File: src/rtl/lmi_pkg.sv
// Shared types, constants and saturating helpers for the 4x4 LU matrix inverse.
// Used by every module of the block; depends on nothing.
package lmi_pkg;

    localparam int DIM        = 4;
    localparam int IDX_BITS   = 2;
    localparam int ADDR_BITS  = 2 * IDX_BITS;
    localparam int IO_BITS    = 32;
    localparam int ROW_BITS   = DIM * IO_BITS;
    localparam int INNER_BITS = 48;
    localparam int FRAC_BITS  = 16;
    localparam int HALF_BITS  = INNER_BITS / 2;
    localparam int PROD_BITS  = 2 * INNER_BITS;
    localparam int NUM_BITS   = INNER_BITS + FRAC_BITS;
    localparam int QUEUE_DEPTH = 4;
    localparam int QPTR_BITS  = 2;

    localparam logic [IDX_BITS-1:0] LAST_IDX = IDX_BITS'(DIM - 1);

    typedef logic signed [INNER_BITS-1:0] inner_t;

    localparam inner_t MAXV = {1'b0, {(INNER_BITS-1){1'b1}}};
    localparam inner_t MINV = {1'b1, {(INNER_BITS-1){1'b0}}};
    localparam inner_t ONE  = inner_t'(1) <<< FRAC_BITS;

    typedef struct packed {
        logic [ROW_BITS-1:0] data;
        logic                last;
    } row_item_t;

    typedef struct packed {
        logic   start;
        inner_t a;
        inner_t b;
    } op_req_t;

    typedef struct packed {
        logic   done;
        inner_t q;
    } op_rsp_t;

    typedef enum logic [2:0] {
        PH_U, PH_L, PH_LI, PH_UD, PH_UI, PH_OUT
    } phase_t;

    typedef enum logic [3:0] {
        ST_LOAD, ST_START, ST_RD, ST_MULGO, ST_MUL, ST_FRD, ST_FIN,
        ST_DIV, ST_WB, ST_EMIT, ST_SEMIT
    } state_t;

    function automatic inner_t sat_add(inner_t a, inner_t b);
        logic [INNER_BITS:0] s;
        s = {a[INNER_BITS-1], a} + {b[INNER_BITS-1], b};
        if (s[INNER_BITS] != s[INNER_BITS-1]) return s[INNER_BITS] ? MINV : MAXV;
        return inner_t'(s[INNER_BITS-1:0]);
    endfunction

    function automatic inner_t sat_sub(inner_t a, inner_t b);
        logic [INNER_BITS:0] s;
        s = {a[INNER_BITS-1], a} - {b[INNER_BITS-1], b};
        if (s[INNER_BITS] != s[INNER_BITS-1]) return s[INNER_BITS] ? MINV : MAXV;
        return inner_t'(s[INNER_BITS-1:0]);
    endfunction

    function automatic inner_t sat_neg(inner_t a);
        if (a == MINV) return MAXV;
        return -a;
    endfunction

    function automatic logic [INNER_BITS-1:0] magn(inner_t a);
        return a[INNER_BITS-1] ? INNER_BITS'(-a) : INNER_BITS'(a);
    endfunction

    function automatic logic [ADDR_BITS-1:0] addr(logic [IDX_BITS-1:0] r,
                                                  logic [IDX_BITS-1:0] c);
        return {r, c};
    endfunction

endpackage

File: src/rtl/lmi_queue.sv
// Short row queue between the front and the compute sequencer.
// Depends on lmi_pkg.
module lmi_queue (
    input  logic              aclk,
    input  logic              aresetn,
    input  logic              push,
    input  lmi_pkg::row_item_t push_item,
    output logic              full,
    input  logic              pop,
    output lmi_pkg::row_item_t pop_item,
    output logic              empty
);
    import lmi_pkg::*;

    row_item_t              mem_reg [QUEUE_DEPTH];
    logic [QPTR_BITS-1:0]   wr_ptr_reg, wr_ptr_next;
    logic [QPTR_BITS-1:0]   rd_ptr_reg, rd_ptr_next;
    logic [QPTR_BITS:0]     cnt_reg, cnt_next;

    assign full     = cnt_reg == (QPTR_BITS+1)'(QUEUE_DEPTH);
    assign empty    = cnt_reg == '0;
    assign pop_item = mem_reg[rd_ptr_reg];

    always_comb begin
        wr_ptr_next = wr_ptr_reg + QPTR_BITS'(push);
        rd_ptr_next = rd_ptr_reg + QPTR_BITS'(pop);
        cnt_next    = cnt_reg + (QPTR_BITS+1)'(push) - (QPTR_BITS+1)'(pop);
    end

    always_ff @(posedge aclk) begin
        if (push) begin
            mem_reg[wr_ptr_reg] <= push_item;
        end
        if (!aresetn) begin
            wr_ptr_reg <= '0;
            rd_ptr_reg <= '0;
            cnt_reg    <= '0;
        end else begin
            wr_ptr_reg <= wr_ptr_next;
            rd_ptr_reg <= rd_ptr_next;
            cnt_reg    <= cnt_next;
        end
    end
endmodule

File: config.mk
export PLATFORM = sky130hd
export DESIGN_NAME = lmi_queue
export DESIGN_NICKNAME = d
export VERILOG_FILES = /design/src/rtl/lmi_pkg.sv /design/src/rtl/lmi_queue.sv
export SDC_FILE = /design/constraint.sdc
export NUM_CORES = 1
export LEC_CHECK = 0
export BUFFER_PORTS_ARGS = -buffer_cell sky130_fd_sc_hd__buf_2
export CAP_MARGIN = 10
export CORE_ASPECT_RATIO = 2
export CORE_MARGIN = 4
export CORE_UTILIZATION = 33
export DETAILED_ROUTE_END_ITERATION = 10
export PLACE_DENSITY = 0.51
export SLEW_MARGIN = 20
export SYNTH_ARGS = -nofsm -noshare
export SYNTH_HDL_FRONTEND = slang
export SYNTH_SLANG_ARGS = --single-unit
File: constraint.sdc
create_clock -name aclk -period 20.5 [get_ports aclk]
set_clock_uncertainty 0.1 [all_clocks]
set_input_delay 4.1 -clock aclk [delete_from_list [all_inputs] [get_ports aclk]]
set_output_delay 4.1 -clock aclk [all_outputs]
set_load 0.03 [all_outputs]
==> metrics.txt <==
DP Cell Count 1711; core area 57090 um2; WL final 39.63 mm; Design Area, Final 22660 um2; Slew @ Worst Pin 946.9 ps; Max Buffers Root-to-Sink 3; Setup crit start kind register; max reg flops 516; worst r2r src wr_ptr_reg[1]; Cell variety after synth 20; DR vias/cell 4.648; CTS tree built; final hold vios 0; largest net degree at the start of global routing 60; clk sink count 523; register area share after synthesis 0.8242; Critical Path RT 16300 ps; placer's final routability congestion estimate 0.7249; net count after synthesis 844; Tot GR Track Use 0.1301; Arrival @ worst endpoint 3470 ps; clock slew at reported path FFs 60 ps; Post CTS Setup Buffer Count 0; most common cell after layout, fill and taps aside edfxtp_1; maximum clock rate 0.1303 GHz; Crit path top cell by count buf_4; Tcrit/Tclk final 0.3743; initial core utilization 0.3323; final-report setup violation count 0; CP Max Fanout 42; Leakage 7.458 nW; Synth Cell Area 18970 um2; buffers and inverters on the worst path 3; Slew HR 0.3687; Crit. End Element primary output; Sw Ratio 0.2396; RSZ-0062 raised after global routing false; root buffer cell clkbuf_16; synth warn 0; cts hold-fix bufs 0; Vias 8361; TritonRoute pass-1 iters 4; Reg2Reg Setup Slack 17960 ps; Ports 264; minimum clock period 7672 ps; sequential share of power 0.520; DP HPWL 24.95 mm; crit path kind reg2out; top-area cell type share of the netlist area 0.8168; CP top delay family buffers and inverters; Skew-Pair Late Insertion Delay 560 ps; Worst Reg-to-Reg Cells 3; number of routed nets with antenna violations 0; status complete, no violations; vias in the first global route 9553; Mean Syn Cell Area 26.87 um2; Row Count 124; Placed Area 21150 um2; final std cells w/o fill 1799; HP Class reg2reg; drt initial violations 536; Critical Path End pop_item[95]; Die ar. 61620 um2; hold slack 541.5 ps; cell taking the most area after synthesis edfxtp_1; Area Overhead vs Synth 19.42%; clock network power share 0.361; port buffer count 263; total power 2.393 mW; fillcell total 5213; initial antenna violation count 10; Reg2Reg Capture Point mem_reg[2][88]; fin. max-slew vios 0; DRC errors left 0; Max stage delay on crit path 750 ps; Worst path slowest cell buf_4; Seq cells post-synth 523; commonest non-fill, non-tap cells in the layout edfxtp_1, buf_2, mux4_2; Setup TNS Final 0 ps; Congestion Overflow GR 0; gate count of the mapped netlist 706; first-pass GRT wire length 60.17 mm; Final nets 1141; H-tree depth 2; Cell Pwr Density 105.6 nW/um2; routed len/inst 22.03 um; Max VDD drop 0.00007865 V; CTS Buf Count 46; Psw 573.3 uW; worst path cell trace buf_4 -> buf_4 -> mux4_2 -> buf_2; CTS-repair resized insts 0; Worst Setup SP rd_ptr_reg[0]; layout cell share with drive strength beyond 1 0.4609; top post-synthesis cells by area edfxtp_1, mux4_2, buf_6, dfxtp_1, buf_2; MaxCap Viol Count 0; Die X 177.5 um; internal power 1.820 mW; Die Span Y 347.1 um; combinational power share 0.119; Critical Path Stages 4
## through the flow
| step | utilization | setup slack, ps |
|---|---|---|
| 5_1_grt | 0.3966 | 12470 |
| 3_3_place_gp | 0.3704 | 13260 |
| 3_5_place_dp | 0.3704 | 13260 |
| 2_1_floorplan | - | 6275 |
| 6_report | 0.3968 | 12830 |
| 4_1_cts | 0.3965 | 12610 |
## how the worst min path moves through the flow
| stage | startpoint | endpoint | slack, ps | cells past startpoint |
|---|---|---|---|---|
| finish | wr_ptr_reg[1] | wr_ptr_reg[1] | 540 | 2 |
| global route | wr_ptr_reg[1] | wr_ptr_reg[1] | 640 | 2 |
| CTS | wr_ptr_reg[1] | wr_ptr_reg[1] | 550 | 2 |
| detailed placement | wr_ptr_reg[1] | wr_ptr_reg[1] | 530 | 2 |
| global placement | wr_ptr_reg[1] | wr_ptr_reg[1] | 510 | 2 |
| floorplan | wr_ptr_reg[1] | wr_ptr_reg[1] | 470 | 2 |
## worst register-to-register path: stages, from the launching register on
cell and delay [ps]:
dfxtp_1 410, nand2_1 120, nor2_4 640, buf_4 770
## power groups by stage
stage / sequential [mW] / combinational (mW) / clock (mW)
2_1_floorplan: 1.27 / 0.202 / 0
3_3_place_gp: 1.27 / 0.293 / 0
3_5_place_dp: 1.27 / 0.295 / 0
4_1_cts: 1.24 / 0.296 / 0.897
5_1_grt: 1.25 / 0.307 / 0.939
6_report: 1.24 / 0.286 / 0.864
## logic make-up after synthesis
logic type,Yosys count,share of synthesized area
buf+inv,32,0.01240
fa+ha+maj,5,0.003694
flops,523,0.8242
simple gates,14,0.004484
mux,129,0.1531
xor+xnor,3,0.002111
## cell type report
class                   instances  area (um2)  area share
flip-flops and latches        523       15640      0.6905
multi-input cells             151        3122      0.1378
repair buffers                277        1421     0.06274
clock buffers                  53        1177     0.05197
clock inverters                29       316.6     0.01397
well taps                     756       945.9     0.04175
diodes                          6       15.01   0.0006627
inverters                       4       15.01   0.0006627
## cell usage after synthesis
cell type,count
and2_1,7
and3_1,2
and3b_1,1
buf_1,1
buf_2,11
buf_4,1
buf_6,13
clkbuf_1,2
dfxtp_1,7
edfxtp_1,516
fa_1,1
ha_1,4
inv_1,4
mux4_2,129
nand2_1,1
nor2_1,1
nor3_1,1
nor3b_1,1
xnor3_1,1
xor2_1,2
## layer usage
| metal | track usage | routed length, um | vias to the layer above |
|---|---|---|---|
| li1 | - | - | 3661 |
| met1 | 0.1390 | 13780 | 4386 |
| met2 | 0.2388 | 21710 | 239 |
| met3 | 0.04063 | 2973 | 69 |
| met4 | 0.04646 | 1123 | 6 |
| met5 | 0 | 46 | - |
(Power assumes the default switching activity.)
