## src/rtl/lmi_pkg.sv

```systemverilog
// Shared types, constants and saturating helpers for the 4x4 LU matrix inverse.
// Used by every module of the block; depends on nothing.
package lmi_pkg;

    localparam int DIM        = 4;
    localparam int IDX_BITS   = 2;
    localparam int ADDR_BITS  = 2 * IDX_BITS;
    localparam int IO_BITS    = 32;
    localparam int ROW_BITS   = DIM * IO_BITS;
    localparam int INNER_BITS = 48;
    localparam int FRAC_BITS  = 16;
    localparam int HALF_BITS  = INNER_BITS / 2;
    localparam int PROD_BITS  = 2 * INNER_BITS;
    localparam int NUM_BITS   = INNER_BITS + FRAC_BITS;
    localparam int QUEUE_DEPTH = 4;
    localparam int QPTR_BITS  = 2;

    localparam logic [IDX_BITS-1:0] LAST_IDX = IDX_BITS'(DIM - 1);

    typedef logic signed [INNER_BITS-1:0] inner_t;

    localparam inner_t MAXV = {1'b0, {(INNER_BITS-1){1'b1}}};
    localparam inner_t MINV = {1'b1, {(INNER_BITS-1){1'b0}}};
    localparam inner_t ONE  = inner_t'(1) <<< FRAC_BITS;

    typedef struct packed {
        logic [ROW_BITS-1:0] data;
        logic                last;
    } row_item_t;

    typedef struct packed {
        logic   start;
        inner_t a;
        inner_t b;
    } op_req_t;

    typedef struct packed {
        logic   done;
        inner_t q;
    } op_rsp_t;

    typedef enum logic [2:0] {
        PH_U, PH_L, PH_LI, PH_UD, PH_UI, PH_OUT
    } phase_t;

    typedef enum logic [3:0] {
        ST_LOAD, ST_START, ST_RD, ST_MULGO, ST_MUL, ST_FRD, ST_FIN,
        ST_DIV, ST_WB, ST_EMIT, ST_SEMIT
    } state_t;

    function automatic inner_t sat_add(inner_t a, inner_t b);
        logic [INNER_BITS:0] s;
        s = {a[INNER_BITS-1], a} + {b[INNER_BITS-1], b};
        if (s[INNER_BITS] != s[INNER_BITS-1]) return s[INNER_BITS] ? MINV : MAXV;
        return inner_t'(s[INNER_BITS-1:0]);
    endfunction

    function automatic inner_t sat_sub(inner_t a, inner_t b);
        logic [INNER_BITS:0] s;
        s = {a[INNER_BITS-1], a} - {b[INNER_BITS-1], b};
        if (s[INNER_BITS] != s[INNER_BITS-1]) return s[INNER_BITS] ? MINV : MAXV;
        return inner_t'(s[INNER_BITS-1:0]);
    endfunction

    function automatic inner_t sat_neg(inner_t a);
        if (a == MINV) return MAXV;
        return -a;
    endfunction

    function automatic logic [INNER_BITS-1:0] magn(inner_t a);
        return a[INNER_BITS-1] ? INNER_BITS'(-a) : INNER_BITS'(a);
    endfunction

    function automatic logic [ADDR_BITS-1:0] addr(logic [IDX_BITS-1:0] r,
                                                  logic [IDX_BITS-1:0] c);
        return {r, c};
    endfunction

endpackage

```

## src/rtl/lmi_front.sv

```systemverilog
// Input side: accepts matrix rows and tags the last row of each matrix.
// Depends on lmi_pkg; feeds lmi_queue.
module lmi_front (
    input  logic                         aclk,
    input  logic                         aresetn,
    input  logic                         s_axis_tvalid,
    output logic                         s_axis_tready,
    input  logic [lmi_pkg::ROW_BITS-1:0] s_axis_tdata,
    input  logic                         q_full,
    output logic                         q_push,
    output lmi_pkg::row_item_t           q_item
);
    import lmi_pkg::*;

    logic [IDX_BITS-1:0] row_cnt_reg, row_cnt_next;

    assign s_axis_tready = !q_full;
    assign q_push        = s_axis_tvalid && !q_full;

    always_comb begin
        q_item.data  = s_axis_tdata;
        q_item.last  = row_cnt_reg == LAST_IDX;
        row_cnt_next = q_push ? row_cnt_reg + IDX_BITS'(1) : row_cnt_reg;
    end

    always_ff @(posedge aclk) begin
        if (!aresetn) begin
            row_cnt_reg <= '0;
        end else begin
            row_cnt_reg <= row_cnt_next;
        end
    end
endmodule

```

## config.mk

```make
export PLATFORM = sky130hd
export DESIGN_NAME = lmi_front
export DESIGN_NICKNAME = d
export VERILOG_FILES = /design/src/rtl/lmi_pkg.sv /design/src/rtl/lmi_front.sv
export SDC_FILE = /design/constraint.sdc
export NUM_CORES = 1
export LEC_CHECK = 0
export ABC_CLOCK_PERIOD_IN_PS = 800
export BUFFER_PORTS_ARGS = -buffer_cell sky130_fd_sc_hd__buf_2
export CORE_AREA = 2 2 102 104
export CTS_BUF_LIST = sky130_fd_sc_hd__clkbuf_8
export DETAILED_ROUTE_END_ITERATION = 10
export DIE_AREA = 0 0 104 106
export GPL_ROUTABILITY_DRIVEN = 0
export PLACE_DENSITY = 0.47
export SYNTH_ARGS = -nofsm -noshare
export SYNTH_HDL_FRONTEND = slang
export SYNTH_SLANG_ARGS = --single-unit
```

## constraint.sdc

```tcl
create_clock -name aclk -period 0.8 [get_ports aclk]
set_input_delay 0.16 -clock aclk [delete_from_list [all_inputs] [get_ports aclk]]
set_output_delay 0.16 -clock aclk [all_outputs]
set_load 0.02 [all_outputs]
```

==> results of run 1 <==
-- what timing repair did --
item	CTS	global route
setup endpoints to repair	2	3
hold endpoints to repair	0	0
pin swaps	1	1
gates resized for setup	6	2
buffers inserted	0	1
-- stage by stage --
stage | TNS (ns) | power [mW] | area [um2]
3_5_place_dp | -0.01763 | 0.1606 | 315.3
2_1_floorplan | 0 | 1.070 | 1069
5_1_grt | -0.3631 | 0.6100 | 387.9
3_3_place_gp | -0.003621 | 0.1599 | 315.3
6_report | -0.2826 | 0.5703 | 387.9
4_1_cts | -0.1887 | 0.5749 | 377.9
-- final timing paths --
kind	slack [ns]	from	end	depth (start not counted)
max	-0.17	row_cnt_reg[0]	q_item[0]	2
min	0.23	aresetn	row_cnt_reg[0]	3
max reg2reg	-0.10	row_cnt_reg[0]	row_cnt_reg[0]	4
min reg2reg	0.49	row_cnt_reg[1]	row_cnt_reg[1]	2
-- layer usage --
layer  track usage  up-vias  routed length [um]
li1              -       59                   -
met1      0.003316       69                 127
met2       0.03336      129                 799
met3       0.07357       72                 991
met4        0.1062        0                 556
met5             0        -                   0
-- power by group through the flow --
stage / sequential (mW) / combinational (mW) / clock, mW
global route: 0.114 / 0.0681 / 0.428
detailed placement: 0.111 / 0.0501 / 0
global placement: 0.110 / 0.0498 / 0
floorplan: 0.110 / 0.960 / 0
finish: 0.114 / 0.0626 / 0.394
CTS: 0.113 / 0.0524 / 0.410
-- worst max-delay path: stages, from the launching register on --
cell     delay (ns)
dfxtp_2        0.32
ha_4           0.15
buf_6          0.12
-- synth_stat cells --
master / count
dfxtp_1: 2
inv_1: 1
nand2_1: 3
buf_4: 128
ha_1: 1
nor2b_4: 1
o21ai_0: 1
nand4bb_1: 1
mux2i_1: 1
-- final cells by class --
type	count	area [um2]
Fill cell	1213	9612
Tap cell	136	170.2
Multi-Input combinational cell	8	78.83
Timing Repair Buffer	8	51.30
Sequential cell	2	42.54
Clock buffer	3	41.29
Inverter	1	3.754
-- cells by family (layout without fill, tap and decap cells) --
group           count (synthesis)  in the layout
compound gates                  1              1
fa+ha+maj                       1              1
buf+inv                       129             12
flops                           2              2
mux                             1              1
simple gates                    5              5
==> qor.csv, run 1 <==
stage,metric,value,unit
placed_design,dp_cells,154,
placed_design,post-place-ws,-0.01763,ns
pwr,p_int,459.7,uW
drt,drc,0,
clock_network,holdBufCountCts,0,
synth,synth_top_family_by_area,buffers and inverters,
synth,synthTopCellsByArea,"buf_4 (90%), dfxtp_1 (3.7%), nor2b_4 (1.3%)",
synth,muxShareOfSynthArea,0.009368,
pwr,power_density,1470,nW/um2
worst_setup_path,crit_path_end_kind,primary output,
synth,syn-mean-instance-area,7.687,um2
synth,yosysTopAreaCellShare,0.8993,
global_routing,grt_max_degree,5,
synth,yosysSeqAreaShare,0.03747,
synth,yosysUniqueCellTypes,9,
clock_network,cts.sinks,2,
worst_setup_path,crit_fanout,2,
die,start_util,0.1069,
finish,utilization,0.03879,
timing,setup_violations,3,
finish,mostFrequentLayoutCell,buf_2,
drt,ant_nets,0,
timing,rsz0062_at_grt,true,
synth,synth_seq_cells,2,
global_routing,overflow,0,
drt,drt-vias-per-instance,2.082,
synth,syn_nets,272,
worst_setup_path,critical_path_required,0.64,ns
synth,syn_inst,139,
placed_design,port_buffers,6,
synth,synthXorXnorAreaFrac,0,
finish,largest_reg_flops,2,
drt,dr_total_vias,329,
die,io_pins,263,
timing,finalCriticalPeriod,0.9679,ns
worst_setup_path,arrival,0.81,ns
die,rows,37,
die,die_y,106,um
finish,layout-drive-gt1-share,0.7273,
pwr,comb_power_share,0.110,
die,fp.dieArea,11020,um2
global_routing,grt_usage,0.04016,
timing,tightest_slew,0.1130,ns
synth,ys_warn_count,0,
pwr,leakage,0.1076,nW
finish,nets,157,
finish,layout_common_cells,"buf_2 (5), clkbuf_8 (3), nand2_1 (2), buf_4 (2), dfxtp_2 (2)",
clock_network,cts_max_path_buffers,2,
finish,antenna_cells,0,
pwr,swShare,0.1940,
timing,clock_skew,0.001105,ns
timing,fin_crit_sh,1.210,
timing,max_slew_margin,0.9225,
synth,syn_area,1069,um2
pwr,switching_power,110.6,uW
finish,stdcell_count,158,
clock_network,h-tree-depth,1,
clock_network,cts_root_buf,clkbuf_8,
pwr,vdd_drop_max,408.7,uV
synth,synth_compound_area_frac,0.004684,
drt,drt_iter0_drc,7,
global_routing,grt_pass1_vias,419,
timing,setup_slack,-0.1679,ns
timing,drv_slew,0,
clock_network,worstSkewPairLatency,0.21,ns
die,core_area,10000,um2
timing,fmax,1033,MHz
pwr,power.clock.fraction,0.691,
outcome,violations,negative setup slack,
clock_network,cts.clk_slew.worst_paths,0.03,ns
worst_setup_path,criticalPathCategory,register to primary output,
outcome,outcome,"complete, but fails checks",
synth,synthSimpleGateAreaFrac,0.03396,
flow_run,maxCapViolCount,0,
global_routing,antenna_found_initial,0,
worst_hold_path,hp-class,input port to register,
drt,finalWirelength,2473,um
clock_network,cts_buffers,3,
clock_network,cts_tree,built,
finish,syn_to_final_growth,-63.70,%
drt,routedWlPerCell,15.65,um
pwr,seq_power_share,0.199,
drt,dr.pass1.iters,2,
global_routing,grt_pass1_wl,3001,um
synth,synthAdderAreaFrac,0.01171,
die,die_w,104,um
worst_setup_path,worstSetupStartpointType,register,
timing,fin_hold_ws,0.2332,ns
timing,hold_viol,0,
synth,yosys.area.top_type,buf_4,
No activity file was read; power rests on OpenSTA's default activity.
==> run 2, diff against run 1 <==
--- a/config.mk
+++ b/config.mk
@@ -13,6 +13,7 @@
 export DIE_AREA = 0 0 104 106
 export GPL_ROUTABILITY_DRIVEN = 0
 export PLACE_DENSITY = 0.47
+export REMOVE_ABC_BUFFERS = 1
 export SYNTH_ARGS = -nofsm -noshare
 export SYNTH_HDL_FRONTEND = slang
 export SYNTH_SLANG_ARGS = --single-unit
==> qor.csv, run 2 (synthesized netlist as in run 1, its figures left out) <==
stage,metric,value,unit,change
drt,routedWlPerCell,117.2,um,was 15.65 um
clock_network,cts_tree,built,,unchanged
outcome,outcome,"complete, but fails checks",,unchanged
clock_network,cts_root_buf,clkbuf_8,,unchanged
global_routing,grt_max_degree,5,,unchanged
drt,dr_total_vias,553,,was 329
finish,utilization,0.03804,,was 0.03879
worst_setup_path,arrival,0.81,ns,about the same
finish,layout_common_cells,"buf_2 (5), clkbuf_8 (3), nand2_1 (2), dfxtp_2 (2)",,"was buf_2 (5), clkbuf_8 (3), nand2_1 (2), buf_4 (2), dfxtp_2 (2)"
worst_hold_path,hp-class,input port to register,,unchanged
global_routing,grt_pass1_wl,19730,um,was 3001 um
drt,drc,0,,unchanged
timing,clock_skew,0.003432,ns,was 0.001105 ns
clock_network,cts.clk_slew.worst_paths,0.03,ns,about the same
die,fp.dieArea,11020,um2,unchanged
placed_design,place_area,307.8,um2,was 315.3 um2
timing,finalCriticalPeriod,0.9700,ns,was 0.9679 ns
clock_network,holdBufCountCts,0,,unchanged
global_routing,antenna_found_initial,1,,was 0
drt,dr.pass1.iters,3,,was 2
drt,drt_iter0_drc,45,,was 7
timing,hold_viol,0,,unchanged
finish,nets,156,,was 157
timing,fin_crit_sh,1.213,,was 1.210
finish,nFillCells,1214,,was 1213
timing,tightest_slew,0.1126,ns,was 0.1130 ns
clock_network,h-tree-depth,1,,unchanged
worst_setup_path,criticalPathCategory,register to primary output,,unchanged
placed_design,dp_cells,153,,was 154
placed_design,post-place-ws,-0.02327,ns,was -0.01763 ns
finish,layout-drive-gt1-share,0.7143,,was 0.7273
worst_setup_path,crit_fanout,2,,unchanged
worst_setup_path,worstSetupStartpointType,register,,unchanged
finish,syn_to_final_growth,-64.40,%,was -63.70%
finish,stdcell_count,157,,was 158
die,io_pins,263,,unchanged
finish,antenna_cells,0,,unchanged
pwr,power_density,1503,nW/um2,was 1470 nW/um2
drt,drt-vias-per-instance,3.522,,was 2.082
drt,finalWirelength,18400,um,was 2473 um
worst_setup_path,critical_path_required,0.64,ns,about the same
finish,largest_reg_flops,2,,unchanged
timing,max_slew_margin,0.9228,,was 0.9225
die,die_w,104,um,unchanged
flow_run,maxCapViolCount,0,,unchanged
die,rows,37,,unchanged
timing,fin_hold_ws,0.2429,ns,was 0.2332 ns
global_routing,grt_usage,0.3263,,was 0.04016
timing,setup_slack,-0.1700,ns,was -0.1679 ns
finish,mostFrequentLayoutCell,buf_2,,unchanged
die,core_area,10000,um2,unchanged
worst_setup_path,crit_path_end_kind,primary output,,unchanged
timing,setup_violations,2,,was 3
timing,setup_tns,-0.1894,ns,was -0.2826 ns
timing,fmax,1031,MHz,was 1033 MHz
clock_network,cts.sinks,2,,unchanged
placed_design,dp_hpwl,18080,um,
finish,final_area,380.4,um2,was 387.9 um2
timing,drv_slew,0,,unchanged
drt,ant_nets,0,,unchanged
clock_network,cts_max_path_buffers,2,,unchanged
die,start_util,0.1069,,unchanged
pwr,p_total,571.7,uW,was 570.3 uW
global_routing,grt_pass1_vias,416,,was 419
pwr,leakage,0.1021,nW,was 0.1076 nW
die,die_y,106,um,unchanged
outcome,violations,negative setup slack,,unchanged
clock_network,cts_buffers,3,,unchanged
placed_design,port_buffers,6,,unchanged
timing,rsz0062_at_grt,true,,unchanged
pwr,vdd_drop_max,899.4,uV,was 408.7 uV
global_routing,overflow,0,,unchanged
clock_network,worstSkewPairLatency,0.21,ns,about the same
[run 2: cell types whose count changed in the layout (fill, tap and decap cells not counted), sizes merged]
cell,change
buf,-1
[run 2: final cells by class]
| type | instances | area [um2] | area share |
|---|---|---|---|
| Multi-Input combinational cell | 8 | 78.83 | 0.2072 |
| Timing Repair Buffer | 7 | 43.79 | 0.1151 |
| Inverter | 1 | 3.754 | 0.009868 |
| Tap cell | 136 | 170.2 | 0.4474 |
| Clock buffer | 3 | 41.29 | 0.1086 |
| Sequential cell | 2 | 42.54 | 0.1118 |
[run 2: worst max-delay path: stages (launching register included)]
cell and delay [ns]:
dfxtp_2 0.33, ha_4 0.15, buf_6 0.12
[run 2: power breakdown]
part	internal [mW]	leakage, nW	switching (mW)
registers	0.108	0.0172	0.00628
logic	0.0299	0.0634	0.0305
clock network	0.318	0.0216	0.0793
[run 2: routing by layer]
metal / global-route usage / share of wire / vias to the layer above
met2: 0.6048 / 0.53 / 261
met5: 0.05238 / 0.0031 / -
li1: - / - / 57
met1: 0.06086 / 0.075 / 183
met3: 0.5083 / 0.31 / 48
met4: 0.2181 / 0.086 / 4
[run 2: path summary, 6_finish.rpt]
path	slack, ns	start	cells past startpoint	end
hold / removal	0.24	s_axis_tvalid	3	row_cnt_reg[0]
hold reg to reg	0.48	row_cnt_reg[1]	2	row_cnt_reg[1]
setup reg to reg	-0.02	row_cnt_reg[1]	3	row_cnt_reg[1]
setup / recovery	-0.17	row_cnt_reg[0]	2	q_item[0]
[run 2: repair_timing]
item | CTS | global route
resized for setup | 6 | 1
hold endpoints to repair | 0 | 0
setup endpoints to repair | 2 | 2
pin swaps | 1 | 1
buffers inserted | 1 | 0
==> run 3, diff against run 2 <==
--- a/config.mk
+++ b/config.mk
@@ -5,14 +5,14 @@
 export SDC_FILE = /design/constraint.sdc
 export NUM_CORES = 1
 export LEC_CHECK = 0
-export ABC_CLOCK_PERIOD_IN_PS = 800
+export ABC_CLOCK_PERIOD_IN_PS = 1200
 export BUFFER_PORTS_ARGS = -buffer_cell sky130_fd_sc_hd__buf_2
-export CORE_AREA = 2 2 102 104
+export CORE_AREA = 2 2 101 103
 export CTS_BUF_LIST = sky130_fd_sc_hd__clkbuf_8
 export DETAILED_ROUTE_END_ITERATION = 10
-export DIE_AREA = 0 0 104 106
+export DIE_AREA = 0 0 103 105
 export GPL_ROUTABILITY_DRIVEN = 0
-export PLACE_DENSITY = 0.47
+export PLACE_DENSITY = 0.46
 export REMOVE_ABC_BUFFERS = 1
 export SYNTH_ARGS = -nofsm -noshare
 export SYNTH_HDL_FRONTEND = slang
==> constraint.sdc (replaced) <==
create_clock -name aclk -period 1.2 [get_ports aclk]
set_input_delay 0.24 -clock aclk [delete_from_list [all_inputs] [get_ports aclk]]
set_output_delay 0.24 -clock aclk [all_outputs]
set_load 0.02 [all_outputs]
==> qor.csv, run 3 (synthesized netlist as in run 1, its figures left out) <==
stage,metric,value,unit,change
flow_run,maxCapViolCount,0,,unchanged
drt,drt_iter0_drc,39,,was 45
clock_network,worstSkewPairLatency,0.21,ns,about the same
global_routing,grt_util_met3,0.5097,,was 0.5083
pwr,power_density,1090,nW/um2,was 1503 nW/um2
worst_hold_path,hp-class,input port to register,,unchanged
worst_setup_path,worstSetupStartpointType,register,,unchanged
timing,fin_crit_sh,0.9217,,
timing,setup_violations,0,,was 2
worst_setup_path,slowest_stage,dfxtp_1,,was dfxtp_2
timing,setup_tns,0,ns,was -0.1894 ns
finish,nets,155,,was 156
die,start_util,0.1109,,was 0.1069
worst_setup_path,r2r-start,row_cnt_reg[0],,was row_cnt_reg[1]
finish,mostFrequentLayoutCell,buf_2,,unchanged
global_routing,overflow,0,,unchanged
finish,syn_to_final_growth,-67.45,%,was -64.40%
drt,drc,0,,unchanged
timing,rsz0062_at_grt,false,,was true
timing,clock_skew,0.0008163,ns,was 0.003432 ns
global_routing,grt_pass1_vias,423,,was 416
drt,drt-vias-per-instance,3.604,,was 3.522
finish,layout-drive-gt1-share,0.5000,,was 0.7143
die,rows,36,,was 37
die,die_w,103,um,was 104 um
clock_network,cts_root_buf,clkbuf_8,,unchanged
pwr,p_total,379.1,uW,was 571.7 uW
global_routing,antenna_found_initial,1,,unchanged
global_routing,grt_max_degree,5,,unchanged
worst_setup_path,path_depth,2,,unchanged
global_routing,grt_usage,0.3333,,was 0.3263
drt,dr_total_vias,555,,was 553
worst_setup_path,crit_buf_inv,1,,unchanged
timing,max_slew_margin,0.8853,,was 0.9228
clock_network,h-tree-depth,1,,unchanged
finish,utilization,0.03609,,was 0.03804
worst_setup_path,r2r_cells,3,,unchanged
clock_network,cts.sinks,2,,unchanged
worst_hold_path,min_from,aresetn,,was s_axis_tvalid
outcome,outcome,completed,,"was complete, but fails checks"
drt,ant_nets,0,,unchanged
worst_setup_path,arrival,0.87,ns,was 0.81 ns
global_routing,grt_util_met1,0.06295,,was 0.06086
clock_network,cts_setup_buffers,0,,was 1
worst_hold_path,holdPathEnd,row_cnt_reg[1],,was row_cnt_reg[0]
placed_design,port_buffers,6,,unchanged
die,io_pins,263,,unchanged
timing,drv_slew,0,,unchanged
timing,tightest_slew,0.1702,ns,was 0.1126 ns
timing,fmax,904.1,MHz,
worst_setup_path,crit_chain,ha_1 -> buf_2,,was ha_4 -> buf_6
global_routing,gr-usage-met2,0.5863,,was 0.6048
die,die_y,105,um,was 106 um
worst_setup_path,critical_path_required,0.96,ns,was 0.64 ns
clock_network,holdBufCountCts,0,,unchanged
worst_hold_path,hold_depth,3,,unchanged
pwr,leakage,0.09717,nW,was 0.1021 nW
die,core_area,9639,um2,was 10000 um2
finish,largest_reg_flops,2,,unchanged
clock_network,cts_max_path_buffers,2,,unchanged
global_routing,grt.busiest_layer,met2,,unchanged
clock_network,cts_buffers,3,,unchanged
pwr,vdd_drop_max,172.6,uV,was 899.4 uV
clock_network,cts_tree,built,,unchanged
finish,layout_common_cells,"buf_2 (6), nand2_1 (3), clkbuf_8 (3), dfxtp_1 (2)",,"was buf_2 (5), clkbuf_8 (3), nand2_1 (2), dfxtp_2 (2)"
worst_setup_path,crit_path_end_kind,primary output,,unchanged
worst_setup_path,crit_family,flip-flops,,unchanged
drt,finalWirelength,18470,um,was 18400 um
worst_setup_path,slowest_delay,0.31,ns,was 0.33 ns
placed_design,dp_hpwl,18040,um,was 18080 um
timing,finalCriticalPeriod,1.106,ns,
clock_network,cts.clk_slew.worst_paths,0.03,ns,about the same
drt,dr.pass1.iters,4,,was 3
worst_setup_path,criticalPathCategory,register to primary output,,unchanged
worst_setup_path,r2r_slack,0.36,ns,was -0.02 ns
clock_network,post_cts_resized,0,,was 6
die,fp.dieArea,10820,um2,was 11020 um2
global_routing,grt_pass1_wl,19290,um,was 19730 um
drt,routedWlPerCell,119.9,um,was 117.2 um
worst_setup_path,r2r_end,row_cnt_reg[1],,unchanged
worst_setup_path,crit_fanout,3,,was 2
timing,hold_viol,0,,unchanged
run 3: power breakdown:
group          switching (mW)  internal, mW  leakage [nW]
sequential            0.00259        0.0709        0.0164
clock                  0.0606         0.213        0.0216
combinational          0.0184        0.0138        0.0592
total                  0.0816         0.298        0.0972
run 3: worst max path at each step:
stage,from,to
2_1_floorplan,row_cnt_reg[0],q_item[0]
3_3_place_gp,s_axis_tvalid,q_push
3_5_place_dp,q_full,q_push
4_1_cts,row_cnt_reg[0],q_item[0]
5_1_grt,row_cnt_reg[0],q_item[0]
6_report,row_cnt_reg[0],q_item[0]
run 3: per-layer routing:
layer  vias up  share of wire
met4         4          0.098
met2       254           0.52
met3        60           0.30
met5         -         0.0055
li1         57              -
met1       180          0.086
run 3: layout make-up:
cell class	count	area [um2]
Sequential cell	2	40.04
Timing Repair Buffer	6	30.03
Antenna cell	1	2.502
Fill cell	1168	9291
Inverter	1	3.754
Multi-Input combinational cell	8	63.81
Tap cell	133	166.4
Clock buffer	3	41.29
run 3: worst min-delay path: stages:
cell and delay (ns):
buf_2 0.12, nand2_1 0.06, mux2i_1 0.06
run 3: through the flow:
step | hold WS (ns) | cell area, um2 | worst slack [ns] | std cells
after floorplan | 0.3856 | 107.6 | 0.3844 | 11
after global placement | 0.4606 | 304.0 | 0.3048 | 150
after detailed placement | 0.4645 | 304.0 | 0.2935 | 150
after CTS | 0.3208 | 345.3 | 0.09637 | 153
after global routing | 0.3306 | 345.3 | 0.08068 | 153
final | 0.3236 | 347.8 | 0.09397 | 154
